File: src/sv/stsrch_pkg.sv
// Shared types, widths and register map of the edge trigger search block.
`default_nettype none

package stsrch_pkg;

  // Default geometry of the sample buffer.
  localparam int DEPTH_DEF       = 2048;
  localparam int SAMPLE_BITS_DEF = 12;

  // Fixed widths of the ports and registers.
  localparam int SAMPLE_IN_W = 12;
  localparam int LEVEL_W     = 12;
  localparam int HWIN_W      = 11;
  localparam int IDX_W       = 11;
  localparam int PADDR_W     = 4;
  localparam int PDATA_W     = 32;

  // Reset values of the configuration registers.
  localparam logic [LEVEL_W-1:0] LEVEL_RST   = 12'd2048;
  localparam logic               FALLING_RST = 1'b0;
  localparam logic [HWIN_W-1:0]  HWIN_RST    = 11'd64;

  // Register indexes, taken from paddr[3:2].
  localparam logic [1:0] REG_TRIGGER_LEVEL = 2'd0;
  localparam logic [1:0] REG_FALLING_SLOPE = 2'd1;
  localparam logic [1:0] REG_HALF_WINDOW   = 2'd2;

  // Input command codes.
  localparam logic CMD_STORE  = 1'b0;
  localparam logic CMD_SEARCH = 1'b1;

  // Configuration seen by the datapath.
  typedef struct packed {
    logic [LEVEL_W-1:0] level;
    logic               falling;
    logic [HWIN_W-1:0]  half_window;
  } cfg_t;

  // Commands from the controller to the datapath.
  typedef struct packed {
    logic store;      // write the sample at the next position
    logic load_hw;    // load the half window into the reduction register
    logic sub_hw;     // take one buffer depth off the half window
    logic set_start;  // compute the start position and aim the read there
    logic read_step;  // move the read address one position older
    logic prime;      // latch the start sample as the current sample
    logic walk;       // test one position for a crossing
  } ctrl_cmd_t;

  // Status from the datapath to the controller.
  typedef struct packed {
    logic hw_big;     // half window still at or above the depth
    logic hit;        // crossing at the current position
    logic last;       // current position is the last of the window
  } dp_status_t;

endpackage

`default_nettype wire

File: src/sv/stsrch_regs.sv
// APB configuration registers: trigger level, slope select and half window.
`default_nettype none

module stsrch_regs (
  input  wire logic                           clk_i,
  input  wire logic                           rst_ni,
  input  wire logic                           psel_i,
  input  wire logic                           penable_i,
  input  wire logic                           pwrite_i,
  input  wire logic [stsrch_pkg::PADDR_W-1:0] paddr_i,
  input  wire logic [stsrch_pkg::PDATA_W-1:0] pwdata_i,
  output logic      [stsrch_pkg::PDATA_W-1:0] prdata_o,
  output logic                                pready_o,
  output stsrch_pkg::cfg_t                    cfg_o
);
  import stsrch_pkg::*;

  logic [LEVEL_W-1:0] level_q;
  logic               falling_q;
  logic [HWIN_W-1:0]  hwin_q;
  logic               wr_en;
  logic [1:0]         reg_idx;

  assign pready_o = 1'b1;
  assign wr_en    = psel_i && penable_i && pwrite_i;
  assign reg_idx  = paddr_i[3:2];

  // Register writes; an address beyond the map is ignored.
  always_ff @(posedge clk_i or negedge rst_ni) begin
    if (!rst_ni) begin
      level_q   <= LEVEL_RST;
      falling_q <= FALLING_RST;
      hwin_q    <= HWIN_RST;
    end else if (wr_en) begin
      unique case (reg_idx)
        REG_TRIGGER_LEVEL: level_q   <= pwdata_i[LEVEL_W-1:0];
        REG_FALLING_SLOPE: falling_q <= pwdata_i[0];
        REG_HALF_WINDOW:   hwin_q    <= pwdata_i[HWIN_W-1:0];
        default: ;
      endcase
    end
  end

  // Read back.
  always_comb begin
    unique case (reg_idx)
      REG_TRIGGER_LEVEL: prdata_o = PDATA_W'(level_q);
      REG_FALLING_SLOPE: prdata_o = PDATA_W'(falling_q);
      REG_HALF_WINDOW:   prdata_o = PDATA_W'(hwin_q);
      default:           prdata_o = '0;
    endcase
  end

  assign cfg_o.level       = level_q;
  assign cfg_o.falling     = falling_q;
  assign cfg_o.half_window = hwin_q;

endmodule

`default_nettype wire

File: config.mk
export PLATFORM = sky130hd
export DESIGN_NAME = stsrch_regs
export DESIGN_NICKNAME = d
export VERILOG_FILES = /design/src/sv/stsrch_pkg.sv /design/src/sv/stsrch_regs.sv
export SDC_FILE = /design/constraint.sdc
export NUM_CORES = 1
export LEC_CHECK = 0
export BUFFER_PORTS_ARGS = -buffer_cell sky130_fd_sc_hd__buf_2
export CAP_MARGIN = 20
export CELL_PAD_IN_SITES_DETAIL_PLACEMENT = 0
export CELL_PAD_IN_SITES_GLOBAL_PLACEMENT = 1
export CORE_ASPECT_RATIO = 1.1
export CORE_MARGIN = 2
export CORE_UTILIZATION = 31
export DETAILED_ROUTE_END_ITERATION = 10
export HOLD_SLACK_MARGIN = 0.03
export PLACE_DENSITY = 0.88
export SLEW_MARGIN = 15
export SYNTH_ARGS = -nofsm -noshare
export SYNTH_HDL_FRONTEND = slang
export SYNTH_SLANG_ARGS = --single-unit
File: constraint.sdc
create_clock -name clk_i -period 1.8 [get_ports clk_i]
set_input_delay 0.18 -clock clk_i [delete_from_list [all_inputs] [get_ports clk_i]]
set_output_delay 0.18 -clock clk_i [all_outputs]
set_load 0.05 [all_outputs]
==> summary.txt <==
Die
  – Die Span X: 66.19 um
  – Die area: between 4000 and 5000 um^2
  – Ports: 98
  – Die Y-Extent: between 70 and 80 um
  – CORE AREA: 4024 um^2
  – FP Rows: 24
  – Initial core utilization: 0.3277

Detailed routing
  – Drt initial violations: 24
  – Met2 wire len: 1248 um
  – Wirelength, routed: 2589 um
  – Post-route DRC: 0
  – Vias: 869
  – Met1 wire length: ~1200 um
  – Post-route antenna net violation count: 0
  – Vias per cell: about 4.1
  – Avg WL per Cell: 12.27 um
  – Top sig layer: met4
  – WL met3: between 150 and 200 um
  – TritonRoute pass-1 iters: 2

Synthesis
  – FFs w/ async S/R, synth: 1.000
  – Yosys warning total: 0
  – Area share of the largest cell type after synthesis: 0.4175
  – Cells after Synth: 105
  – Cell taking the most area after synthesis: dfrtp_1
  – EDFF count, synth: 0
  – Synthesis-stage register bit count: 24
  – Cell variety after synth: 16
  – Synth Area per Inst: roughly 13 um^2
  – Post-Syn Area: 1319 um^2
  – Sequential share of the synthesized area: 0.4573
  – Commonest cells in the synthesized netlist: buf_4, dfrtp_1, mux2_2, mux2i_1
  – Synth top area cells: dfrtp_1, buf_4, mux2_2
  – Most used DFF post-synth: dfrtp_1

STA
  – Period utilization: 0.7747
  – Final setup viols: 0
  – Worst slew margin: 0.6540
  – Fin Clk Skew: 0 ns
  – Final setup TNS: 0 ns
  – RSZ-0062 raised after global routing: false
  – Final hold violation count: 0
  – Fmax: 0.7171 GHz
  – Fin crit period: roughly 1.4 ns
  – PnR worst setup slack: 0.4055 ns
  – Slew @ Worst Pin: 0.5190 ns
  – Fin. max-slew vios: 0

Finish
  – Share of cells above drive strength 1: 0.5597
  – Ant. Diodes: 0
  – Nets: 201
  – Layout area overhead: 22.20%

Global routing
  – Total GRT Usage: 0.1066
  – Largest net degree at the start of global routing: 25
  – Antenna violations before repair: 0
  – Vias in the first global route: just under 800
  – First-pass GRT wire length: around 3900 um
  – GRT overflow: 0

CTS
  – # Post-CTS Setup Buffers: 0
  – Clock Path Buffers: 2
  – Root buffer cell: clkbuf_8
  – TritonCTS Buffers: 3
  – Clk Latency, worst-skew pair: 0.26 ns
  – Post-CTS Hold Buffers: 1
  – H-tree depth: 1
  – Post-cts sizing count: 0
  – Clk sinks: 24
  – TritonCTS clock tree: done
  – Clk slew on worst S/H paths: 0.08 ns

Worst setup path
  – Slowest CP cell: dfstp_2
  – CP Launch Type: flop
  – CP max stage delay: between 0.5 and 0.6 ns
  – Crit end category: primary output
  – Worst path required time: 1.62 ns
  – Max Fanout on Critical Path: 3
  – Critical Path AT: 1.21 ns
  – Worst path cell trace: nor3b_2 > buf_2
  – R2R cell count: 1
  – Setup CP Type: flop to primary output

Place
  – DP Wirelength: 1952 um
  – Post-place setup slack: 0.3747 ns
  – Final GP Congestion: 0.6928
  – I/O Buffers: 54

Power and ir drop
  – Peak VDD IR: about 440 uV
  – Leak Pwr: 0.8849 nW
  – Power density over the cells: 1375 nW/um^2

Job
  – Maxcap violations: 0

Min path
  – WHS Path Cells: 2
  – Min-Delay Path Class: primary input to flop

Run status
  – Outcome: completed
power breakdown:
| part | internal, W | leakage (nW) | total [W] | switching [W] |
|---|---|---|---|---|
| registers | 0.000673 | 0.291 | 0.000765 | 0.0000926 |
| logic | 0.000289 | 0.571 | 0.00113 | 0.000842 |
| clock network | 0.000158 | 0.0228 | 0.000320 | 0.000162 |
final timing paths:
check	slack, ns	startpoint	end
max	0.41	level_q[11]$_DFFE_PN1P_	prdata_o[11]
min	0.15	pwdata_i[11]	level_q[11]$_DFFE_PN1P_
max reg2reg	1.02	level_q[3]$_DFFE_PN0P_	level_q[3]$_DFFE_PN0P_
min reg2reg	0.54	hwin_q[2]$_DFFE_PN0P_	hwin_q[2]$_DFFE_PN0P_
max in group asynchronous	1.02	rst_ni	hwin_q[6]$_DFFE_PN1P_
min in group asynchronous	0.42	rst_ni	hwin_q[8]$_DFFE_PN0P_
registers in the layout, summed over array words and instances, names as in the netlist:
register and flops:
level_q 12, falling_q 1, hwin_q 11
layout by cell type, fill, tap and decap left out:
cell type       n
buf_2          54
dfrtp_1        22
conb_1         21
mux2_2         14
mux2i_1        11
nor2_1         10
mux2_4         10
clkbuf_8        3
buf_4           3
nor3b_2         2
dfstp_2         2
nand3b_1        1
o21ai_1         1
nand3_1         1
or3_4           1
nor3b_1         1
clkbuf_1        1
dlygate4sd3_1   1
layout make-up:
type | count | area, um^2
Multi-Input combinational cell | 73 | 595.6
Timing Repair Buffer | 58 | 302.8
Clock buffer | 4 | 45.04
Sequential cell | 24 | 603.1
Tap cell | 52 | 65.06
Fill cell | 407 | 2412
critical path, delay by kind of cell (launching register included):
| kind | cells | cell delay [ns] |
|---|---|---|
| AND/OR/NAND/NOR | 1 | 0.14 |
| buffers and inverters | 1 | 0.27 |
| flip-flops | 1 | 0.54 |
routing by layer:
| metal | vias to the layer above | track usage |
|---|---|---|
| li1 | 418 | - |
| met1 | 416 | 0.1560 |
| met2 | 33 | 0.1578 |
| met3 | 2 | 0.02171 |
| met4 | 0 | 0.03401 |
| met5 | - | 0 |
per-stage QoR:
step                      area [um^2]  total power (W)  instances    util  hold WS (ns)
after CTS                        1612         0.002239        211  0.4005        0.1451
final                            1612         0.002216        211  0.4005        0.1524
after floorplan                  1395         0.001716        124       -       -0.1156
after global placement           1556         0.001900        206  0.3868        0.1927
after detailed placement         1556         0.001913        206  0.3868        0.1936
after global routing             1612         0.002327        211  0.4005        0.1443
kinds of logic after synthesis:
family | count (synthesis) | share of synthesized area
simple gates | 16 | 0.06357
buf+inv | 27 | 0.1527
mux | 35 | 0.3169
other cells | 2 | 0.005695
flops | 24 | 0.4573
compound gates | 1 | 0.003791
Power figures use the tool's default switching activity.
