<file path="config.mk">
export PLATFORM = sky130hd
export DESIGN_NAME = stsrch_ctrl
export DESIGN_NICKNAME = d
export VERILOG_FILES = /design/src/sv/stsrch_pkg.sv /design/src/sv/stsrch_ctrl.sv
export SDC_FILE = /design/constraint.sdc
export NUM_CORES = 1
export LEC_CHECK = 0
export BUFFER_PORTS_ARGS = -buffer_cell sky130_fd_sc_hd__buf_2
export CELL_PAD_IN_SITES_DETAIL_PLACEMENT = 1
export CELL_PAD_IN_SITES_GLOBAL_PLACEMENT = 1
export CORE_AREA = 2 2 39 41
export DETAILED_ROUTE_END_ITERATION = 8
export DIE_AREA = 0 0 41 43
export PLACE_DENSITY_LB_ADDON = 0.1
export SETUP_SLACK_MARGIN = 0.5
export SYNTH_ARGS = -nofsm -noshare
export SYNTH_HDL_FRONTEND = slang
export SYNTH_SLANG_ARGS = --single-unit
</file>
<file path="constraint.sdc">
create_clock -name clk_i -period 1.05 [get_ports clk_i]
set_clock_uncertainty 0.1 [all_clocks]
set_input_delay 0.1575 -clock clk_i [delete_from_list [all_inputs] [get_ports clk_i]]
set_output_delay 0.1575 -clock clk_i [all_outputs]
set_load 0.05 [all_outputs]
</file>
<file path="src/sv/stsrch_pkg.sv">
// Shared types, widths and register map of the edge trigger search block.
`default_nettype none

package stsrch_pkg;

  // Default geometry of the sample buffer.
  localparam int DEPTH_DEF       = 2048;
  localparam int SAMPLE_BITS_DEF = 12;

  // Fixed widths of the ports and registers.
  localparam int SAMPLE_IN_W = 12;
  localparam int LEVEL_W     = 12;
  localparam int HWIN_W      = 11;
  localparam int IDX_W       = 11;
  localparam int PADDR_W     = 4;
  localparam int PDATA_W     = 32;

  // Reset values of the configuration registers.
  localparam logic [LEVEL_W-1:0] LEVEL_RST   = 12'd2048;
  localparam logic               FALLING_RST = 1'b0;
  localparam logic [HWIN_W-1:0]  HWIN_RST    = 11'd64;

  // Register indexes, taken from paddr[3:2].
  localparam logic [1:0] REG_TRIGGER_LEVEL = 2'd0;
  localparam logic [1:0] REG_FALLING_SLOPE = 2'd1;
  localparam logic [1:0] REG_HALF_WINDOW   = 2'd2;

  // Input command codes.
  localparam logic CMD_STORE  = 1'b0;
  localparam logic CMD_SEARCH = 1'b1;

  // Configuration seen by the datapath.
  typedef struct packed {
    logic [LEVEL_W-1:0] level;
    logic               falling;
    logic [HWIN_W-1:0]  half_window;
  } cfg_t;

  // Commands from the controller to the datapath.
  typedef struct packed {
    logic store;      // write the sample at the next position
    logic load_hw;    // load the half window into the reduction register
    logic sub_hw;     // take one buffer depth off the half window
    logic set_start;  // compute the start position and aim the read there
    logic read_step;  // move the read address one position older
    logic prime;      // latch the start sample as the current sample
    logic walk;       // test one position for a crossing
  } ctrl_cmd_t;

  // Status from the datapath to the controller.
  typedef struct packed {
    logic hw_big;     // half window still at or above the depth
    logic hit;        // crossing at the current position
    logic last;       // current position is the last of the window
  } dp_status_t;

endpackage

`default_nettype wire

</file>
<file path="src/sv/stsrch_ctrl.sv">
// Controller of the trigger search: intake, window reduction and buffer walk.
`default_nettype none

module stsrch_ctrl (
  input  wire logic                   clk_i,
  input  wire logic                   rst_ni,
  input  wire logic                   start_i,
  input  wire logic                   cmd_i,
  input  wire stsrch_pkg::dp_status_t status_i,
  output stsrch_pkg::ctrl_cmd_t       cmd_o,
  output logic                        busy_o
);
  import stsrch_pkg::*;

  typedef enum logic [2:0] {
    ST_IDLE,
    ST_REDUCE,
    ST_ISSUE,
    ST_PRIME,
    ST_WALK
  } state_e;

  state_e state_q, state_d;
  logic   accept;

  assign busy_o = (state_q != ST_IDLE);
  assign accept = start_i && (state_q == ST_IDLE);

  // Next state and per-cycle commands.
  always_comb begin
    state_d = state_q;
    cmd_o   = '0;
    unique case (state_q)
      ST_IDLE: begin
        if (accept) begin
          if (cmd_i == CMD_SEARCH) begin
            cmd_o.load_hw = 1'b1;
            state_d       = ST_REDUCE;
          end else begin
            cmd_o.store = 1'b1;
          end
        end
      end
      ST_REDUCE: begin
        if (status_i.hw_big) begin
          cmd_o.sub_hw = 1'b1;
        end else begin
          cmd_o.set_start = 1'b1;
          state_d         = ST_ISSUE;
        end
      end
      ST_ISSUE: begin
        cmd_o.read_step = 1'b1;
        state_d         = ST_PRIME;
      end
      ST_PRIME: begin
        cmd_o.read_step = 1'b1;
        cmd_o.prime     = 1'b1;
        state_d         = ST_WALK;
      end
      ST_WALK: begin
        cmd_o.walk = 1'b1;
        if (status_i.hit || status_i.last) begin
          state_d = ST_IDLE;
        end else begin
          cmd_o.read_step = 1'b1;
        end
      end
      default: state_d = ST_IDLE;
    endcase
  end

  // State register.
  always_ff @(posedge clk_i or negedge rst_ni) begin
    if (!rst_ni) begin
      state_q <= ST_IDLE;
    end else begin
      state_q <= state_d;
    end
  end

endmodule

`default_nettype wire

</file>
==> results of run 1 <==
==> path summary, 6_finish.rpt <==
kind / end / slack (ns)
setup / recovery: cmd_o[6] / -0.53
hold / removal: state_q[0]$_DFFE_PN0P_ / 0.14
setup reg to reg: state_q[2]$_DFFE_PN0P_ / -0.26
hold reg to reg: state_q[1]$_DFFE_PN0P_ / 0.54
max in group asynchronous: state_q[2]$_DFFE_PN0P_ / 0.59
min in group clk_i: state_q[1]$_DFFE_PN0P_ / 0.15
==> kinds of logic after synthesis <==
family	count (synthesis)	share of synthesized area [%]
AND/OR/NAND/NOR	11	41.8
AO/OA/AOI/OAI	5	17.1
flip-flops	3	35.3
buffers and inverters	3	5.88
==> layout by cell type, fill, tap and decap left out <==
master,synthesis,final
a21o_1,3,3
a21oi_2,0,1
a22o_4,0,1
and3_2,0,1
and3b_2,0,1
and4bb_4,0,1
buf_2,1,7
buf_4,0,2
buf_6,0,8
buf_8,0,3
clkbuf_1,0,1
clkbuf_4,0,3
dfrtp_2,0,3
dlygate4sd3_1,0,1
inv_1,1,1
inv_2,1,1
nand2b_1,1,1
nor2_1,2,2
nor3_4,0,1
nor3b_4,0,2
nor4b_4,0,1
or3b_1,1,1
==> metal layers <==
| layer | global-route usage, % | vias up | wire (um) |
|---|---|---|---|
| met3 | 3.14 | 2 | 54 |
| li1 | - | 126 | - |
| met5 | 0 | - | 0 |
| met4 | 8.00 | 0 | 21 |
| met2 | 13.8 | 12 | 368 |
| met1 | 11.7 | 133 | 258 |
==> worst register-to-register path: cells and delay by family (launching register included) <==
kind,cells,cell delay [ns]
flops,1,0.46
simple gates,1,0.22
compound gates,1,0.14
buf+inv,2,0.27
==> what timing repair did <==
item,4_1_cts,5_1_grt
hold buffers,1,0
setup endpoints to repair,11,11
pin swaps,4,3
gates resized for setup,21,4
buffers inserted,1,2
endpoints found under the hold margin,3,0
==> through the flow <==
step           area, um^2  utilization, %
3_3_place_gp          369            26.7
3_5_place_dp          369            26.7
2_1_floorplan         268               -
5_1_grt               510            36.9
4_1_cts               480            34.7
6_report              510            36.9
==> power by group through the flow <==
stage / Sequential, mW / Combinational, mW / Clock, mW
detailed placement: 0.270 / 0.880 / 0
floorplan: 0.231 / 0.729 / 0
CTS: 0.280 / 1.09 / 0.210
finish: 0.282 / 1.15 / 0.207
global placement: 0.269 / 0.876 / 0
global route: 0.291 / 1.22 / 0.231
==> area by class of cell <==
cell class / instances / share of cell area, %
Clock buffer: 4 / 5.15
Inverter: 2 / 1.47
Multi-Input combinational cell: 16 / 35.8
Sequential cell: 3 / 15.4
Tap cell: 16 / 3.92
Timing Repair Buffer: 21 / 38.2
==> summary.txt, run 1 <==
========================================================================================
Total Die Area                                                                 1760 um^2
Cell-internal power                                                             0.857 mW
Family with the most delay on the worst path                                  flip-flops
FILL cells                                                                           163
Global-route wire length before repair                                           1160 um
Post-Route WL                                                                     702 um
Min-Delay Path Class                                                            in2async
Proportion of synthesized flip-flops having asynchronous set or reset               100%
Clk pin slew, worst setup/hold paths                                             0.04 ns
Leak pwr                                                                        0.248 nW
Synth-to-layout area growth                                                         140%
Register Area                                                                  78.8 um^2
Drt first-iter violations                                                              5
Drt drc                                                                                0
Cells taking the most area after synthesis                                  dfrtp_1 35%, a21o_1 11%, and4bb_1 5.9%, nor3b_2 5.9%, nor3_2 4.7%
Placeable core area                                                            1380 um^2
Cell variety after synth                                                              17
Weighted congestion reported at the end of routability-driven placement            0.658
Fraction of the cycle the final worst path needs                                    151%
Library cell contributing the largest single delay on the critical path          dfrtp_2
Worst setup SP type                                                                 flop
Worst slew margin relative to its limit                                            83.7%
Setup repair after global routing missed its margin                                 true
Sequential fraction of the synthesis area                                          35.3%
Flip-flop and latch count after synthesis                                              3
Post-route non-filler standard cell count                                             62
Part of the total power dissipated in the clock network                            12.6%
IO Count                                                                              15
Max Freq                                                                         632 MHz
CP max stage delay                                                               0.46 ns
Register with the most flip-flops                                                state_q
Effective utilization at floorplan                                                 15.4%
Transition time at the pin with the least slew margin                           0.245 ns
Max rail drop VDD                                                              0.00108 V
Clock net sink count                                                                   3
Logic depth of the worst setup path including buffers                                  4
Ys flop type                                                                     dfrtp_1
Number of placed cells counting well taps                                             54
Sequential group share of total power                                              17.2%
Largest net degree at the start of global routing                                      8
Initial antenna violation count                                                        0
Final worst path period need                                                     1.58 ns
Portion of synthesized cell area occupied by the leading cell type                 35.3%
Power consumption                                                                1.64 mW
Reported net switching power                                                    0.783 mW
Die outline width                                                                  41 um
Leading registers by flop count                                             state_q: 3 flops
Depth of the most critical reg-to-reg path                                             4
Worst setup path category                                                        reg2out
Routed wire per std cell                                                         11.3 um
Most used standard cells in the synthesized netlist                         3 x a21o_1, 3 x dfrtp_1, 2 x nor2_1
Run status                                                                  complete, but fails checks
Kind of end point of the critical path                                      primary output
Diodes inserted                                                                        0
Required time of the critical path                                               0.79 ns
Clock buffers created by TritonCTS                                                     3
Total half-perimeter wirelength after legalization and detailed placement         491 um
Leading area contributor after synthesis                                         dfrtp_1
Bufs and invs on worst path                                                            2
Post-Syn Area per Cell                                                         9.67 um^2
Total of endpoints with negative setup slack in the final report                      11
# Max-Cap Violations                                                                   0
Combinational share of power                                                       70.2%
Count of yosys warnings during synthesis                                               0
Final hold slack                                                                0.143 ns
Number of synthesized flops with an enable pin                                         0
Number of standard cells after synthesis                                              22
Layout cell share with drive strength beyond 1                                     78.3%
Vias after detailed routing                                                          273
Number of hold violations in the final report                                          0
Overall track demand over capacity in global routing                               9.87%
Detailed Routing Iterations Pass 1                                                     3
Power density normalized to cell area                                       3210 nW/um^2
Synthesized Nets                                                                      29
Final max-slew violation count                                                         0
Total Neg Setup Slack                                                           -4.30 ns
Clk Tree Root Cell                                                              clkbuf_4
Clock Latency Late Sink                                                          0.24 ns
Crit path cell chain                                                        nor3_4, inv_2, nor3b_4, buf_6
FF-to-FF Start                                                              state_q[1]$_DFFE_PN0P_
Critical path startpoint                                                    state_q[2]$_DFFE_PN0P_
Combined area of the multi-input logic cells                                    183 um^2
Crit path DAT                                                                    1.32 ns
Number of nets in the layout                                                          54
Vertical extent of the die                                                         43 um
Worst Slack Setup Final                                                        -0.532 ns
GRT overflow                                                                           0
DR vias/cell                                                                        4.40
Via count of the first global-routing pass                                           283
Post-detailed-route count of antenna-violating nets                                    0
Number of flip-flops under the largest register name                                   3
CTS tree                                                                            done
Pre-CTS setup slack                                                            -0.405 ns
Sw Ratio                                                                           47.8%
Number of H-tree levels                                                                1
Cell area after synthesis                                                       213 um^2
Deepest clock path buffer count                                                        2
Quantity of I/O buffers inserted on ports                                             14
Number of rows created at floorplan                                                   14
Violations in the final reports                                             negative setup slack
Worst Path Max Fanout                                                                  7
========================================================================================
Note: power is estimated with default switching activity, not from simulation.
==> run 2: changes to the inputs <==
- HOLD_SLACK_MARGIN: default -> 0.15
- SETUP_SLACK_MARGIN: 0.5 -> default
- clock period: 1.05 -> 2 ns (I/O delays scaled with it)
==> run 2 against run 1 <==
  * The flow now finishes without violations
  * Sequential power is 47% lower
  * Combinational power decreased by 67%
  * Core utilization down 11 points
  * Critical path depth unchanged
  * Clock-buffer cell count stayed put
  * Flip-flop and latch count is the same
  * Total power shrank 62%
  * First-iteration DRC count shrank 40%
  * Design area fell by 31%
  * Via count shrank 12%
  * Cell count down 9.7%
  * Non-clock buffer count is 6 lower
  * Highest routed layer is now met3
==> summary.txt, run 2 (synthesized netlist as in run 1, its figures left out) <==
========================================================================================
Run status                                                                  finished clean   was complete, but fails checks
FF-to-FF Start                                                              state_q[1]$_DFFE_PN0P_   unchanged
Layout cell share with drive strength beyond 1                                     55.0%   was 78.3%
Routed wire per std cell                                                         10.7 um   was 11.3 um
DR vias/cell                                                                        4.30   was 4.40
Terminus of the critical flop-to-flop path                                  state_q[1]$_DFFE_PN0P_   was state_q[2]$_DFFE_PN0P_
Power density normalized to cell area                                       1780 nW/um^2   was 3210 nW/um^2
Number of hold violations in the final report                                          0   unchanged
Post-route non-filler standard cell count                                             56   was 62
Crit path DAT                                                                    1.44 ns   was 1.32 ns
Clock Latency Late Sink                                                          0.23 ns   was 0.24 ns
Effective utilization at floorplan                                                 15.4%   unchanged
Vias after detailed routing                                                          241   was 273
Initial antenna violation count                                                        0   unchanged
Wire length the detailed router placed on met1                                    257 um   was 258 um
# Max-Cap Violations                                                                   0   unchanged
GRT overflow                                                                           0   unchanged
Leading registers by flop count                                             state_q: 3 flops   unchanged
Number of flip-flops under the largest register name                                   3   unchanged
Overall track demand over capacity in global routing                               9.23%   was 9.87%
Drt first-iter violations                                                              3   was 5
Clk Tree Root Cell                                                              clkbuf_4   unchanged
Detailed Routing Iterations Pass 1                                                     4   was 3
Number of rows created at floorplan                                                   14   unchanged
Library cell contributing the largest single delay on the critical path          dfrtp_1   was dfrtp_2
Global-route wire length before repair                                           1090 um   was 1160 um
Power consumption                                                               0.630 mW   was 1.64 mW
Number of nets in the layout                                                          48   was 54
IO Count                                                                              15   unchanged
Via count of the first global-routing pass                                           253   was 283
Number of H-tree levels                                                                1   unchanged
Worst Slack Setup Final                                                         0.163 ns   was -0.532 ns
CTS tree                                                                            done   unchanged
Register with the most flip-flops                                                state_q   unchanged
Final worst path period need                                                     1.84 ns
Final hold slack                                                                0.276 ns   was 0.143 ns
Deepest clock path buffer count                                                        2   unchanged
Total Neg Setup Slack                                                               0 ns   was -4.30 ns
Synth-to-layout area growth                                                        66.5%   was 140%
Capture endpoint of the worst hold path                                     state_q[1]$_DFFE_PN0P_
Max Freq                                                                         544 MHz
CP max stage delay                                                               0.50 ns   was 0.46 ns
Final max-slew violation count                                                         0   unchanged
Internal reg-to-reg setup slack                                                  0.78 ns   was -0.26 ns
Drt drc                                                                                0   unchanged
Hold path startpoint                                                         status_i[2]
Min-Delay Path Class                                                              in2reg   was in2async
Placeable core area                                                            1380 um^2   unchanged
Clock net sink count                                                                   3   unchanged
Met2 Wirelength                                                                   300 um   was 368 um
Number of placed cells counting well taps                                             51   was 54
Worst Path Max Fanout                                                                  9   was 7
Vertical extent of the die                                                         43 um   unchanged
Fraction of the cycle the final worst path needs                                   91.8%
Bufs and invs on worst path                                                            2   unchanged
Weighted congestion reported at the end of routability-driven placement            0.628   was 0.658
Post-Route WL                                                                     598 um   was 702 um
Highest Signal Layer                                                                met3   was met4
Depth of the most critical reg-to-reg path                                             2   was 4
Transition time at the pin with the least slew margin                           0.371 ns   was 0.245 ns
Sum of met3 wire segment lengths after detailed routing                            39 um   was 54 um
Total of endpoints with negative setup slack in the final report                       0   was 11
Number of cells on the worst hold path                                                 3
Required time of the critical path                                               1.60 ns   was 0.79 ns
Final core occ                                                                     25.6%   was 36.9%
Die outline width                                                                  41 um   unchanged
Family with the most delay on the worst path                                  flip-flops   unchanged
Diodes inserted                                                                        0   unchanged
Post-detailed-route count of antenna-violating nets                                    0   unchanged
Pre-CTS setup slack                                                             0.370 ns   was -0.405 ns
Worst setup path category                                                        reg2out   unchanged
Most common cell after layout, fill and taps aside                                 buf_2   was buf_6
Kind of end point of the critical path                                      primary output   unchanged
Worst slew margin relative to its limit                                            75.3%   was 83.7%
Setup repair after global routing missed its margin                                false   was true
Worst setup SP type                                                                 flop   unchanged
Total Die Area                                                                 1760 um^2   unchanged
Placement-stage cell area                                                       315 um^2   was 369 um^2
Clk pin slew, worst setup/hold paths                                             0.04 ns   about the same
Most frequent cells in the layout                                           13 x buf_2, 4 x clkbuf_4, 3 x a21o_1, 3 x dfrtp_1, 2 x nor2_1   was 8 x buf_6, 7 x buf_2
Crit path cell chain                                                        nor3_2, inv_2, nor3b_2, clkbuf_4   was nor3_4, inv_2, nor3b_4, buf_6
Clock buffers created by TritonCTS                                                     3   unchanged
Quantity of I/O buffers inserted on ports                                             14   unchanged
Non-Filler Cell Area, Final                                                     354 um^2   was 510 um^2
Largest net degree at the start of global routing                                     10   was 8
Max rail drop VDD                                                             0.000517 V   was 0.00108 V
Total half-perimeter wirelength after legalization and detailed placement         453 um   was 491 um
Leak pwr                                                                        0.198 nW   was 0.248 nW
========================================================================================
## run 2: how the worst max path moves through the flow
stage	from	end	slack, ns	cells after the start
4_1_cts	state_q[1]$_DFFE_PN0P_	cmd_o[6]	0.12	4
2_1_floorplan	state_q[1]$_DFFE_PN0P_	cmd_o[2]	0.02	3
3_3_place_gp	state_q[1]$_DFFE_PN0P_	cmd_o[6]	0.37	4
5_1_grt	state_q[1]$_DFFE_PN0P_	cmd_o[6]	0.02	4
6_report	state_q[1]$_DFFE_PN0P_	cmd_o[6]	0.16	4
3_5_place_dp	state_q[1]$_DFFE_PN0P_	cmd_o[6]	0.37	4
## run 2: layer usage
layer	track usage, %	vias up
met1	11.5	114
met5	0	-
met3	3.14	0
met2	12.8	9
li1	-	118
met4	6.00	0
## run 2: layout make-up
class	instances	area [um^2]
fill	174	1030
multi-input combinational	16	143
timing repair buffer	15	82.6
sequential	3	75.1
clock buffer	4	26.3
tap	16	20.0
inverter	2	7.51
## run 2: worst min-delay path, stage by stage
cell and delay (ns):
buf_2 0.10, or3b_1 0.10, a21oi_1 0.05
## run 2: power by group
part	switching [mW]	total (mW)	internal [mW]
registers	0.0653	0.150	0.0845
logic	0.258	0.378	0.121
clock network	0.0278	0.102	0.0745
## run 2: what timing repair did
action	4_1_cts	5_1_grt
gates resized for setup	0	1
buffers inserted	0	0
endpoints found under the hold margin	3	0
hold buffers	1	0
endpoints found under the setup margin	0	1
